File: src/sv/dll_pkg.sv
`timescale 1ns / 1ps
`default_nettype none
package dll_pkg;
	typedef enum logic [2:0] {
		FN_INS_FRONT = 3'd0,
		FN_INS_BACK  = 3'd1,
		FN_INS_POS   = 3'd2,
		FN_DEL_FRONT = 3'd3,
		FN_DEL_BACK  = 3'd4,
		FN_DEL_POS   = 3'd5,
		FN_TRAVERSE  = 3'd6,
		FN_NONE      = 3'd7
	} func_t;

	typedef enum logic [1:0] {
		ST_OK    = 2'd0,
		ST_EMPTY = 2'd1,
		ST_RANGE = 2'd2,
		ST_FULL  = 2'd3
	} status_t;

	typedef enum logic [3:0] {
		S_IDLE,
		S_FIND,
		S_WALK,
		S_WALK_WAIT,
		S_LINK,
		S_DEL_RD,
		S_DEL_WAIT,
		S_UNLINK,
		S_TRAV_RD,
		S_TRAV_WAIT,
		S_TRAV_OUT
	} state_t;
endpackage
`default_nettype wire

File: src/sv/dll_free_map.sv
`timescale 1ns / 1ps
`default_nettype none
module dll_free_map #(
	parameter int POOL_DEPTH = 64,
	parameter int SW = $clog2(POOL_DEPTH + 1)
) (
	input  wire logic          clk,
	input  wire logic          arst_n,
	input  wire logic          set_en,
	input  wire logic          clr_en,
	input  wire logic [SW-1:0] slot,
	output logic      [SW-1:0] free_slot,
	output logic               full
);
	localparam int IW = (POOL_DEPTH > 1) ? $clog2(POOL_DEPTH) : 1;
	logic [POOL_DEPTH-1:0] used_q;
	logic [SW-1:0] scan_q;
	logic [POOL_DEPTH-1:0] nxt;

	always_comb begin
		nxt = used_q;
		if (set_en)
			nxt[slot[IW-1:0]] = 1'b1;
		if (clr_en)
			nxt[slot[IW-1:0]] = 1'b0;
	end

	// lowest free slot kept registered; it advances one slot a cycle while the slot it holds is used
	always_ff @(posedge clk or negedge arst_n) begin
		if (!arst_n) begin
			used_q <= '0;
			scan_q <= '0;
		end else begin
			used_q <= nxt;
			if (clr_en && slot < scan_q)
				scan_q <= slot;
			else if (scan_q < SW'(POOL_DEPTH) && nxt[scan_q[IW-1:0]])
				scan_q <= scan_q + 1'b1;
		end
	end

	assign free_slot = scan_q;
	assign full = (scan_q == SW'(POOL_DEPTH)) || used_q[scan_q[IW-1:0]];
endmodule
`default_nettype wire

File: src/sv/doubly_linked_list_manager.sv
`timescale 1ns / 1ps
`default_nettype none
// Rejected or unused commands answer from idle; insert front/back runs FIND, LINK; delete
// front/back runs DEL_RD, DEL_WAIT, UNLINK. Insert above position 2 or delete above 1 first
// walks the list, WALK then WALK_WAIT per node. Traverse strobes each item from TRAV_OUT
// after TRAV_RD and TRAV_WAIT. One item at a time; busy holds through the command and,
// after an insert, while the free-slot scan moves past used slots. Results strobe on done.
// Reset clears the list, head, tail, count and free map; node memory is not cleared.
module doubly_linked_list_manager #(
	parameter int POOL_DEPTH = 64,
	parameter int DATA_WIDTH = 32
) (
	input  wire logic        clk,
	input  wire logic        arst_n,
	input  wire logic        start,
	output logic             busy,
	input  wire logic [2:0]  func,
	input  wire logic signed [31:0] value,
	input  wire logic [6:0]  position,
	output logic             done,
	output logic [1:0]       status,
	output logic signed [31:0] element,
	output logic [6:0]       length,
	output logic             last
);
	import dll_pkg::*;
	localparam int SW = $clog2(POOL_DEPTH + 1);
	localparam int IW = (POOL_DEPTH > 1) ? $clog2(POOL_DEPTH) : 1;
	localparam logic [SW-1:0] NIL = SW'(POOL_DEPTH);

	logic [DATA_WIDTH-1:0] val_mem [POOL_DEPTH];
	logic [SW-1:0] nxt_mem [POOL_DEPTH];
	logic [SW-1:0] prv_mem [POOL_DEPTH];

	state_t state_q, state_d;
	logic [SW-1:0] head_q, tail_q, cnt_q;
	logic [SW-1:0] cur_q, slot_q;
	logic [6:0] k_q;
	logic [2:0] func_q;
	logic [DATA_WIDTH-1:0] val_q;
	logic [6:0] pos_q;

	logic rd_en;
	logic [SW-1:0] rd_addr;
	logic [DATA_WIDTH-1:0] rd_val;
	logic [SW-1:0] rd_nxt, rd_prv;

	logic [SW-1:0] free_slot;
	logic full, set_en, clr_en;

	dll_free_map #(.POOL_DEPTH(POOL_DEPTH), .SW(SW)) u_map (
		.clk(clk), .arst_n(arst_n), .set_en(set_en), .clr_en(clr_en),
		.slot(slot_q), .free_slot(free_slot), .full(full));

	always_ff @(posedge clk) begin
		if (rd_en) begin
			rd_val <= val_mem[rd_addr[IW-1:0]];
			rd_nxt <= nxt_mem[rd_addr[IW-1:0]];
			rd_prv <= prv_mem[rd_addr[IW-1:0]];
		end
	end

	// insert: new node + fix neighbors; delete: fix neighbors
	logic link_go, unl_go;
	logic [SW-1:0] aft;
	assign aft = (cur_q == NIL) ? head_q : rd_nxt;
	always_ff @(posedge clk) begin
		if (link_go) begin
			val_mem[slot_q[IW-1:0]] <= val_q;
			prv_mem[slot_q[IW-1:0]] <= cur_q;
			nxt_mem[slot_q[IW-1:0]] <= aft;
			if (cur_q != NIL)
				nxt_mem[cur_q[IW-1:0]] <= slot_q;
			if (aft != NIL)
				prv_mem[aft[IW-1:0]] <= slot_q;
		end else if (unl_go) begin
			if (rd_prv != NIL)
				nxt_mem[rd_prv[IW-1:0]] <= rd_nxt;
			if (rd_nxt != NIL)
				prv_mem[rd_nxt[IW-1:0]] <= rd_prv;
		end
	end

	assign set_en = link_go;
	assign clr_en = unl_go;

	logic [SW-1:0] head_d, tail_d, cnt_d, cur_d, slot_d;
	logic [6:0] k_d;
	logic out_v;
	logic [1:0] out_st;
	logic [31:0] out_el;
	logic out_last;

	always_comb begin
		state_d = state_q;
		head_d = head_q;
		tail_d = tail_q;
		cnt_d = cnt_q;
		cur_d = cur_q;
		slot_d = slot_q;
		k_d = k_q;
		rd_en = 1'b0;
		rd_addr = cur_q;
		link_go = 1'b0;
		unl_go = 1'b0;
		out_v = 1'b0;
		out_st = ST_OK;
		out_el = '0;
		out_last = 1'b1;
		case (state_q)
			S_IDLE: begin
				if (start && !busy) begin
					k_d = 7'd1;
					case (func_t'(func))
						FN_INS_FRONT, FN_INS_BACK, FN_INS_POS: begin
							if (func == FN_INS_POS && (position == 7'd0 ||
								32'(position) > 32'(cnt_q) + 1)) begin
								out_v = 1'b1;
								out_st = ST_RANGE;
							end else if (full) begin
								out_v = 1'b1;
								out_st = ST_FULL;
							end else begin
								slot_d = free_slot;
								cur_d = (func == FN_INS_BACK) ? tail_q : NIL;
								if (func == FN_INS_POS && position > 7'd1) begin
									cur_d = head_q;
									state_d = (position > 7'd2) ? S_WALK : S_FIND;
								end else begin
									state_d = S_FIND;
								end
							end
						end
						FN_DEL_FRONT, FN_DEL_BACK, FN_DEL_POS: begin
							if (cnt_q == '0) begin
								out_v = 1'b1;
								out_st = ST_EMPTY;
							end else if (func == FN_DEL_POS && (position == 7'd0 ||
								32'(position) > 32'(cnt_q))) begin
								out_v = 1'b1;
								out_st = ST_RANGE;
							end else begin
								cur_d = (func == FN_DEL_BACK) ? tail_q : head_q;
								state_d = (func == FN_DEL_POS && position > 7'd1) ?
									S_WALK : S_DEL_RD;
							end
						end
						FN_TRAVERSE: begin
							if (cnt_q == '0) begin
								out_v = 1'b1;
								out_st = ST_EMPTY;
							end else begin
								cur_d = head_q;
								state_d = S_TRAV_RD;
							end
						end
						default: out_v = 1'b1;
					endcase
				end
			end
			S_WALK: begin
				rd_en = 1'b1;
				state_d = S_WALK_WAIT;
			end
			S_WALK_WAIT: begin
				cur_d = rd_nxt;
				k_d = k_q + 7'd1;
				// insert stops at pos-1, delete at pos
				if ((func_q == FN_INS_POS && k_q + 7'd1 == pos_q - 7'd1) ||
					(func_q == FN_DEL_POS && k_q + 7'd1 == pos_q))
					state_d = (func_q == FN_INS_POS) ? S_FIND : S_DEL_RD;
				else
					state_d = S_WALK;
			end
			S_FIND: begin
				rd_en = 1'b1;
				state_d = S_LINK;
			end
			S_LINK: begin
				link_go = 1'b1;
				if (cur_q == NIL)
					head_d = slot_q;
				if (aft == NIL)
					tail_d = slot_q;
				cnt_d = cnt_q + 1'b1;
				out_v = 1'b1;
				state_d = S_IDLE;
			end
			S_DEL_RD: begin
				rd_en = 1'b1;
				slot_d = cur_q;
				state_d = S_DEL_WAIT;
			end
			S_DEL_WAIT: state_d = S_UNLINK;
			S_UNLINK: begin
				unl_go = 1'b1;
				if (rd_prv == NIL)
					head_d = rd_nxt;
				if (rd_nxt == NIL)
					tail_d = rd_prv;
				cnt_d = cnt_q - 1'b1;
				out_v = 1'b1;
				state_d = S_IDLE;
			end
			S_TRAV_RD: begin
				rd_en = 1'b1;
				state_d = S_TRAV_WAIT;
			end
			S_TRAV_WAIT: state_d = S_TRAV_OUT;
			S_TRAV_OUT: begin
				out_v = 1'b1;
				out_el = 32'($signed(rd_val));
				out_last = (rd_nxt == NIL) || (32'(k_q) >= POOL_DEPTH);
				cur_d = rd_nxt;
				k_d = k_q + 7'd1;
				state_d = out_last ? S_IDLE : S_TRAV_RD;
			end
			default: state_d = S_IDLE;
		endcase
	end

	// hold busy while a command runs or the free scan still sits on a used slot
	assign busy = (state_q != S_IDLE) || (full && free_slot != NIL);

	always_ff @(posedge clk or negedge arst_n) begin
		if (!arst_n) begin
			state_q <= S_IDLE;
			head_q <= NIL;
			tail_q <= NIL;
			cnt_q <= '0;
			done <= 1'b0;
		end else begin
			state_q <= state_d;
			head_q <= head_d;
			tail_q <= tail_d;
			cnt_q <= cnt_d;
			done <= out_v;
		end
	end

	always_ff @(posedge clk) begin
		cur_q <= cur_d;
		slot_q <= slot_d;
		k_q <= k_d;
		if (start && !busy) begin
			func_q <= func;
			val_q <= DATA_WIDTH'(value);
			pos_q <= position;
		end
		status <= out_st;
		element <= out_el;
		length <= 7'(cnt_d);
		last <= out_last;
	end

	ap_len: assert property (@(posedge clk) disable iff (!arst_n)
		cnt_q <= NIL) else $error("count overflow");
	ap_head: assert property (@(posedge clk) disable iff (!arst_n)
		(cnt_q == '0) |-> (head_q == NIL && tail_q == NIL)) else $error("empty list links");
	ap_done: assert property (@(posedge clk) disable iff (!arst_n)
		(start && !busy) |=> !(done && state_q != S_IDLE && last)) else $error("last early");
endmodule
`default_nettype wire

File: config.mk
export PLATFORM = sky130hd
export DESIGN_NAME = doubly_linked_list_manager
export DESIGN_NICKNAME = d
export VERILOG_FILES = /design/src/sv/dll_pkg.sv /design/src/sv/dll_free_map.sv /design/src/sv/doubly_linked_list_manager.sv
export SDC_FILE = /design/constraint.sdc
export NUM_CORES = 2
export LEC_CHECK = 0
export BUFFER_PORTS_ARGS = -buffer_cell sky130_fd_sc_hd__buf_2
export CELL_PAD_IN_SITES_DETAIL_PLACEMENT = 0
export CELL_PAD_IN_SITES_GLOBAL_PLACEMENT = 1
export CORE_MARGIN = 2
export CORE_UTILIZATION = 51
export CTS_BUF_LIST = sky130_fd_sc_hd__clkbuf_8
export DETAILED_ROUTE_END_ITERATION = 10
export PLACE_DENSITY_LB_ADDON = 0.25
export SETUP_SLACK_MARGIN = 0.05
export SLEW_MARGIN = 10
export SYNTH_ARGS = -nofsm -noshare
export SYNTH_HDL_FRONTEND = slang
export SYNTH_SLANG_ARGS = --single-unit
File: constraint.sdc
create_clock -name clk -period 6.1 [get_ports clk]
set_input_delay 0.61 -clock clk [delete_from_list [all_inputs] [get_ports clk]]
set_output_delay 0.61 -clock clk [all_outputs]
set_load 0.1 [all_outputs]
# --- Yosys cells after proc, flatten, opt, wreduce, memory -nomap -nowiden ---
# Memories as Yosys holds them, arrays and structs flattened. A register that Yosys moved wholly into a read port is not among the register bits.
# Cells that the tools add are included.
# W data, S select, Z words.
totals:
  register_bits: 202
  ram_bits: 2944
  in_bits: 45
  output_inout_bits: 44
  elab_cells: 213
  n_memories: 3
op_classes:
  n_addsub: 6
  order_cmp: 10
  eq_ne: 44
  n_mux: 89
  bitwise: 3
  n_reduce_logical: 41
memory_table:
  columns: ["memory", "depth", "word_bits", "rd", "rd_clocked_by_memory_dff", "write_ports", "line_no", "rtl"]
  rows:
  - ["val_mem", 64, 32, 1, 1, 1, "doubly_linked_list_manager.sv:31", "logic [DATA_WIDTH-1:0] val_mem [POOL_DEPTH];"]
  - ["nxt_mem", 64, 7, 1, 1, 2, "doubly_linked_list_manager.sv:32", "logic [SW-1:0] nxt_mem [POOL_DEPTH];"]
  - ["prv_mem", 64, 7, 1, 1, 2, "doubly_linked_list_manager.sv:33", "logic [SW-1:0] prv_mem [POOL_DEPTH];"]
op_table:
  columns: ["op", "count"]
  rows:
  - ["$mux W7", 23]
  - ["$mux W64", 2]
  - ["$pmux W7 S2", 6]
  - ["$and A64 B64 Y64", 1]
  - ["$not A64 Y64", 1]
  - ["$or A64 B64 Y64", 1]
  - ["$pmux W4 S9", 1]
  - ["$eq A7 B7 Y1 const B", 5]
  - ["$ne A7 B7 Y1 const B", 5]
  - ["$mux W1", 31]
  - ["$mux W4", 7]
  - ["$add A7 B1 Y7 const B", 3]
  - ["$pmux W7 S3", 1]
  - ["$eq A4 B3 Y1 const B", 4]
  - ["$ne A3 B3 Y1 const B", 5]
  - ["$eq A7 B7 Y1", 2]
  - ["$logic_not A7 Y1", 2]
  - ["$lt A6 B7 Y1 const B", 2]
  - ["$ne A2 B2 Y1 const B", 7]
  - ["$reduce_or A7 Y1", 2]
  - ["$sub A7 B1 Y7 const B", 2]
  - ["$bmux W1 S6", 2]
  - ["$eq A3 B3 Y1 const B", 4]
  - ["$eq A4 B4 Y1 const B", 3]
  - ["38 further kinds", 71]

# --- Longest topological paths before layout ---
logic_depth:
  depth_word: 13
  ltp_mapped: 14
  mapped_depth_nobuf: 13

# --- Hierarchy ---
# Synthesis repeated with hierarchy kept, for this count alone.
hier_totals:
  hier_cells: 8660
  hier_area_um2: 129840.8
modules_own_cells:
  columns: ["mod", "n_inst", "cells_per_inst", "area_per_inst_um2", "seq_area_each_um2"]
  rows:
  - ["doubly_linked_list_manager", 1, 8174, 125098.7, 93171.9]
  - ["dll_free_map", 1, 486, 4742.0, 1776.7]

# --- Worst setup path before layout ---
# No wires, ideal clock.
synth_path:
  kind: "reg2reg"
  from: "reg state_q[0]"
  to: "reg u_map.scan_q[4], in the netlist u_map.free_slot[4]"
  setup_ns: 0.082
  arrival_time_ns: 5.953
  t_required_ns: 6.018
  path_slack_ns: 0.065
  stages_incl_launch_ff: 12
  n_path_buf: 2
  synth_period_minus_slack_ns: 6.035
  path_cell_list: "dfrtp_1 > buf_6 > or4b_4 > buf_6 > nor4_1 > o32ai_1 > a211oi_1 > a21oi_1 > a211oi_4 > o21ai_2 > or3_1 > a31oi_1"
synth_via:
  elab_chain_len: 9
  elab_cells_between_ends: 13
  cone_classes: "eq/ne: 2; mux: 7; bitwise: 1; reduce/logical: 3"
synth_rtl:
  columns: ["element", "line_no", "rtl"]
  rows:
  - ["start, declared", "doubly_linked_list_manager.sv:35", "state_t state_q, state_d;"]
  - ["start signal, assigned", "doubly_linked_list_manager.sv:233", "state_q <= state_d;"]
  - ["$eq A4 B3 Y1", "doubly_linked_list_manager.sv:110", "case (state_q)"]
  - ["$mux W1", "doubly_linked_list_manager.sv:110", null]
  - ["$mux W64", "dll_free_map.sv:22", "if (set_en)"]
  - ["$and A64 B64 Y64 (no source line)", null, null]
  - ["$mux W64", "dll_free_map.sv:24", "if (clr_en)"]
  - ["$bmux W1 S6", "dll_free_map.sv:37", "else if (scan_q < SW'(POOL_DEPTH) && nxt[scan_q[IW-1:0]])"]
  - ["$mux W1 (not written as such)", "dll_free_map.sv:37", null]
  - ["$logic_and A1 B1 Y1", "dll_free_map.sv:37", null]
  - ["$reduce_bool A2 Y1 (no source line)", null, null]
  - ["end signal, assigned", "dll_free_map.sv:36", "scan_q <= slot;"]
  - ["end signal, assigned", "dll_free_map.sv:38", "scan_q <= scan_q + 1'b1;"]
  - ["end, declared", "dll_free_map.sv:17", "logic [SW-1:0] scan_q;"]
# Several ways; a longest one is shown, not always the timed one. The select of a mux whose other input is x is not followed.
# A chain may end at the register's enable or synchronous reset.

==> impl_metrics.env <==
export IMPL_wl_per_cell_um=34.05
export IMPL_synth_top_cells_by_area="edfxtp_1, a22oi_1, mux2_2"
export IMPL_synth_top_cell_area_share_pct=70.74
export IMPL_antenna_left=0
export IMPL_p_leak_uw=0.04589
export IMPL_dp_cells=11660
export IMPL_m1WireLength_um=161800
export IMPL_slowest_delay_ns=0.75
export IMPL_io_pins=89
export IMPL_fin_worst_hold_slack_ns=0.1003
export IMPL_ys_flop_type="edfxtp_1"
export IMPL_peakVddDrop_mv=0.4200
export IMPL_cts_max_path_buffers=4
export IMPL_drc=0
export IMPL_die_w_um=508.1
export IMPL_dr_wl_met2_um=197800
export IMPL_grt_overflow=0
export IMPL_hold_viol_final=0
export IMPL_maxCapViolCount=0
export IMPL_die_area_um2=258200
export IMPL_min_path_type="in2async"
export IMPL_synth_area_um2=129600
export IMPL_critPathKind="reg2reg"
export IMPL_cp_max_fo=16
export IMPL_fmax_ghz=0.1877
export IMPL_area_delta_synth_final_pct=11.60
export IMPL_slew_violations=0
export IMPL_fin_tns_setup_ns=0
export IMPL_grt_setup_unrepaired="false"
export IMPL_worstSetupStartpointType="register"
export IMPL_arrival_ns=5.99
export IMPL_gp_congestion=0.8953
export IMPL_ys_seq_area_share_pct=73.27
export IMPL_reg2reg_to="prv_mem[19][1]"
export IMPL_status="complete, no violations"
export IMPL_syn_inst=8657
export IMPL_rr_worst_depth=10
export IMPL_crit_path_end="prv_mem[19][1]"
export IMPL_power_density_nw_per_um2=446.9
export IMPL_crit_start="cur_q[3]"
export IMPL_vias_per_cell=6.832
export IMPL_crit_path_end_kind="register"
export IMPL_required_ns=6.76
export IMPL_cts_clk_slew_worst_paths_ns=0.06
export IMPL_post_route_period_util_pct=87.33
export IMPL_drtIter0Drc=13580
export IMPL_fp_row_count=185
export IMPL_cts_resized_gates=0
export IMPL_grt_pass1_wl_um=605300
export IMPL_min_period_ns=5.327
export IMPL_synthArstFlopShare_pct=3.039
export IMPL_htree_levels=6
export IMPL_critPathSlowestCell="nand2b_1"
export IMPL_regToRegSetupSlack_ns=0.77
export IMPL_worstPathCellList="nor3_2, buf_4, and3_1, mux2i_1, nand3_1, o21ai_1, or2_1, nand2b_1, nand2b_1, o21ai_0"
export IMPL_grt_pass1_vias=82680
export IMPL_avgSynthCellArea_um2=14.97
export IMPL_ys_types=85
export IMPL_cts_buffers=541
export IMPL_cts_tree="yes"
export IMPL_die_h_um=508.1
export IMPL_port_buffers=88
export IMPL_slew_headroom_pct=11.17
export IMPL_drt_pass1_iterations=8
export IMPL_core_area_um2=253500
export IMPL_num_vias=86300
export IMPL_grt_max_degree=149
export IMPL_antenna_found_initial=15
export IMPL_setup_violations=0
export IMPL_synth_edf_count=3053
export IMPL_instances_no_fill=12630
export IMPL_r2r_start="cur_q[3]"
export IMPL_grt_total_usage_pct=32.58
export IMPL_cp_common_cell="nand2b_1"
export IMPL_maxUsedRoutingLayer="met5"
export IMPL_ys_seq_elements=3192
export IMPL_num_nets_final=8958
export IMPL_cts_root_buf="clkbuf_8"
export IMPL_start_util_pct=51.13
export IMPL_dp_hpwl_um=234800
export IMPL_dr_wl_met3_um=50660
export IMPL_clk_latency_ns=1.10
export IMPL_synth_largest_area_cell="edfxtp_1"
export IMPL_ys_warn_count=0
export IMPL_synth_fp_nets=8733
export IMPL_routed_wl_um=430100
export IMPL_skew_ns=0.08351
export IMPL_drive_gt1_share_pct=17.32
export IMPL_cts_sinks=3192
export IMPL_worst_pin_slew_ns=1.329
==> flip-flops by register name, summed over array words and instances, names as in the netlist, 32 cells and up <==
register      cells
element          32
nxt_mem         448
prv_mem         448
rd_val           32
u_map.used_q     64
val_mem        2048
val_q            32
==> cell type report <==
cell class	instances	area [µm²]
Clock inverter	348	1620
Sequential cell	3192	94950
Antenna cell	9	22.52
Multi-Input combinational cell	4716	32490
Timing Repair Buffer	400	3367
Fill cell	19820	108800
Clock buffer	570	7845
Tap cell	3366	4212
Inverter	31	117.6
==> metrics by stage <==
| step | worst slack, ns | cell area [µm²] | power (µW) | util, % |
|---|---|---|---|---|
| floorplan | 0.06509 | 129600 | 39300 | - |
| global placement | 1.037 | 134600 | 46790 | 53.12 |
| detailed placement | 0.9330 | 134700 | 47150 | 53.14 |
| CTS | 0.8836 | 144600 | 64270 | 57.05 |
| global route | 0.5385 | 144600 | 66620 | 57.06 |
| finish | 0.7730 | 144600 | 64640 | 57.06 |
==> where the power goes <==
group          internal [µW]  total, µW  switching (µW)
combinational           5660      19400           13700
clock                   8820      17400            8540
sequential             27100      27900             829
==> how the worst min path moves through the flow <==
stage | depth (start not counted) | from | to | slack (ns)
after global placement | 1 | rd_val[19] | element[19] | 0.43
after CTS | 3 | arst_n | cnt_q[6] | 0.02
final | 3 | arst_n | cnt_q[6] | 0.10
after floorplan | 0 | arst_n | cnt_q[0] | 0.31
after global routing | 3 | arst_n | cnt_q[6] | 0.08
after detailed placement | 1 | rd_val[7] | element[7] | 0.43
==> critical path, delay by kind of cell (launching register included) <==
family | cells | cell delay (ns)
AOI/OAI and AO/OA | 2 | 0.72
buffers and inverters | 1 | 0.29
DFF | 1 | 0.63
muxes | 1 | 0.48
and+or+nand+nor | 6 | 2.80
==> cell usage in the layout, fill, tap and decap left out, drive strengths merged, types with 72 or more instances in the layout <==
master and instances:
a22o 273, edfxtp 3053, nand3 72, a22oi 934, o21ai 313, nand2 400, a21oi 510, nor2 563
a221oi 284, a31oi 294, dfrtp 95, clkinv 125, mux2 427, buf 357, clkbuf 570, inv 232
nand4 126
==> layer usage <==
metal | up-vias | GRT usage (%)
met5 | - | 0
met4 | 6 | 14.17
met3 | 1023 | 7.182
met2 | 6454 | 50.38
met1 | 43350 | 44.62
li1 | 35470 | -
==> synthesized netlist by cell type (30+ instances only) <==
cell / number
a221oi_1: 284
clkbuf_1: 614
a22oi_1: 934
nor4_1: 41
dfrtp_1: 95
nand2_1: 400
nor2_2: 30
nand3_1: 72
ha_1: 30
dfxtp_1: 42
nor2_1: 533
edfxtp_1: 3053
o21ai_0: 310
nand4_1: 126
and2_1: 41
buf_1: 70
a21oi_1: 510
a31oi_1: 294
a22o_1: 273
mux2_2: 426
o22ai_1: 55
==> what timing repair did <==
action	CTS	global route
endpoints found under the hold margin	67	0
setup buffers	0	0
hold buffers	44	0
==> kinds of logic after synthesis <==
group                    Yosys count  synth area share (%)
multiplexers                     459                 4.151
AO/OA/AOI/OAI                   2783                 14.82
adder cells (fa/ha/maj)           31                0.3051
flip-flops                      3192                 73.27
buffers and inverters            749                 2.222
AND/OR/NAND/NOR                 1409                 5.003
XOR/XNOR                          34                0.2298
(Power assumes the default switching activity.)
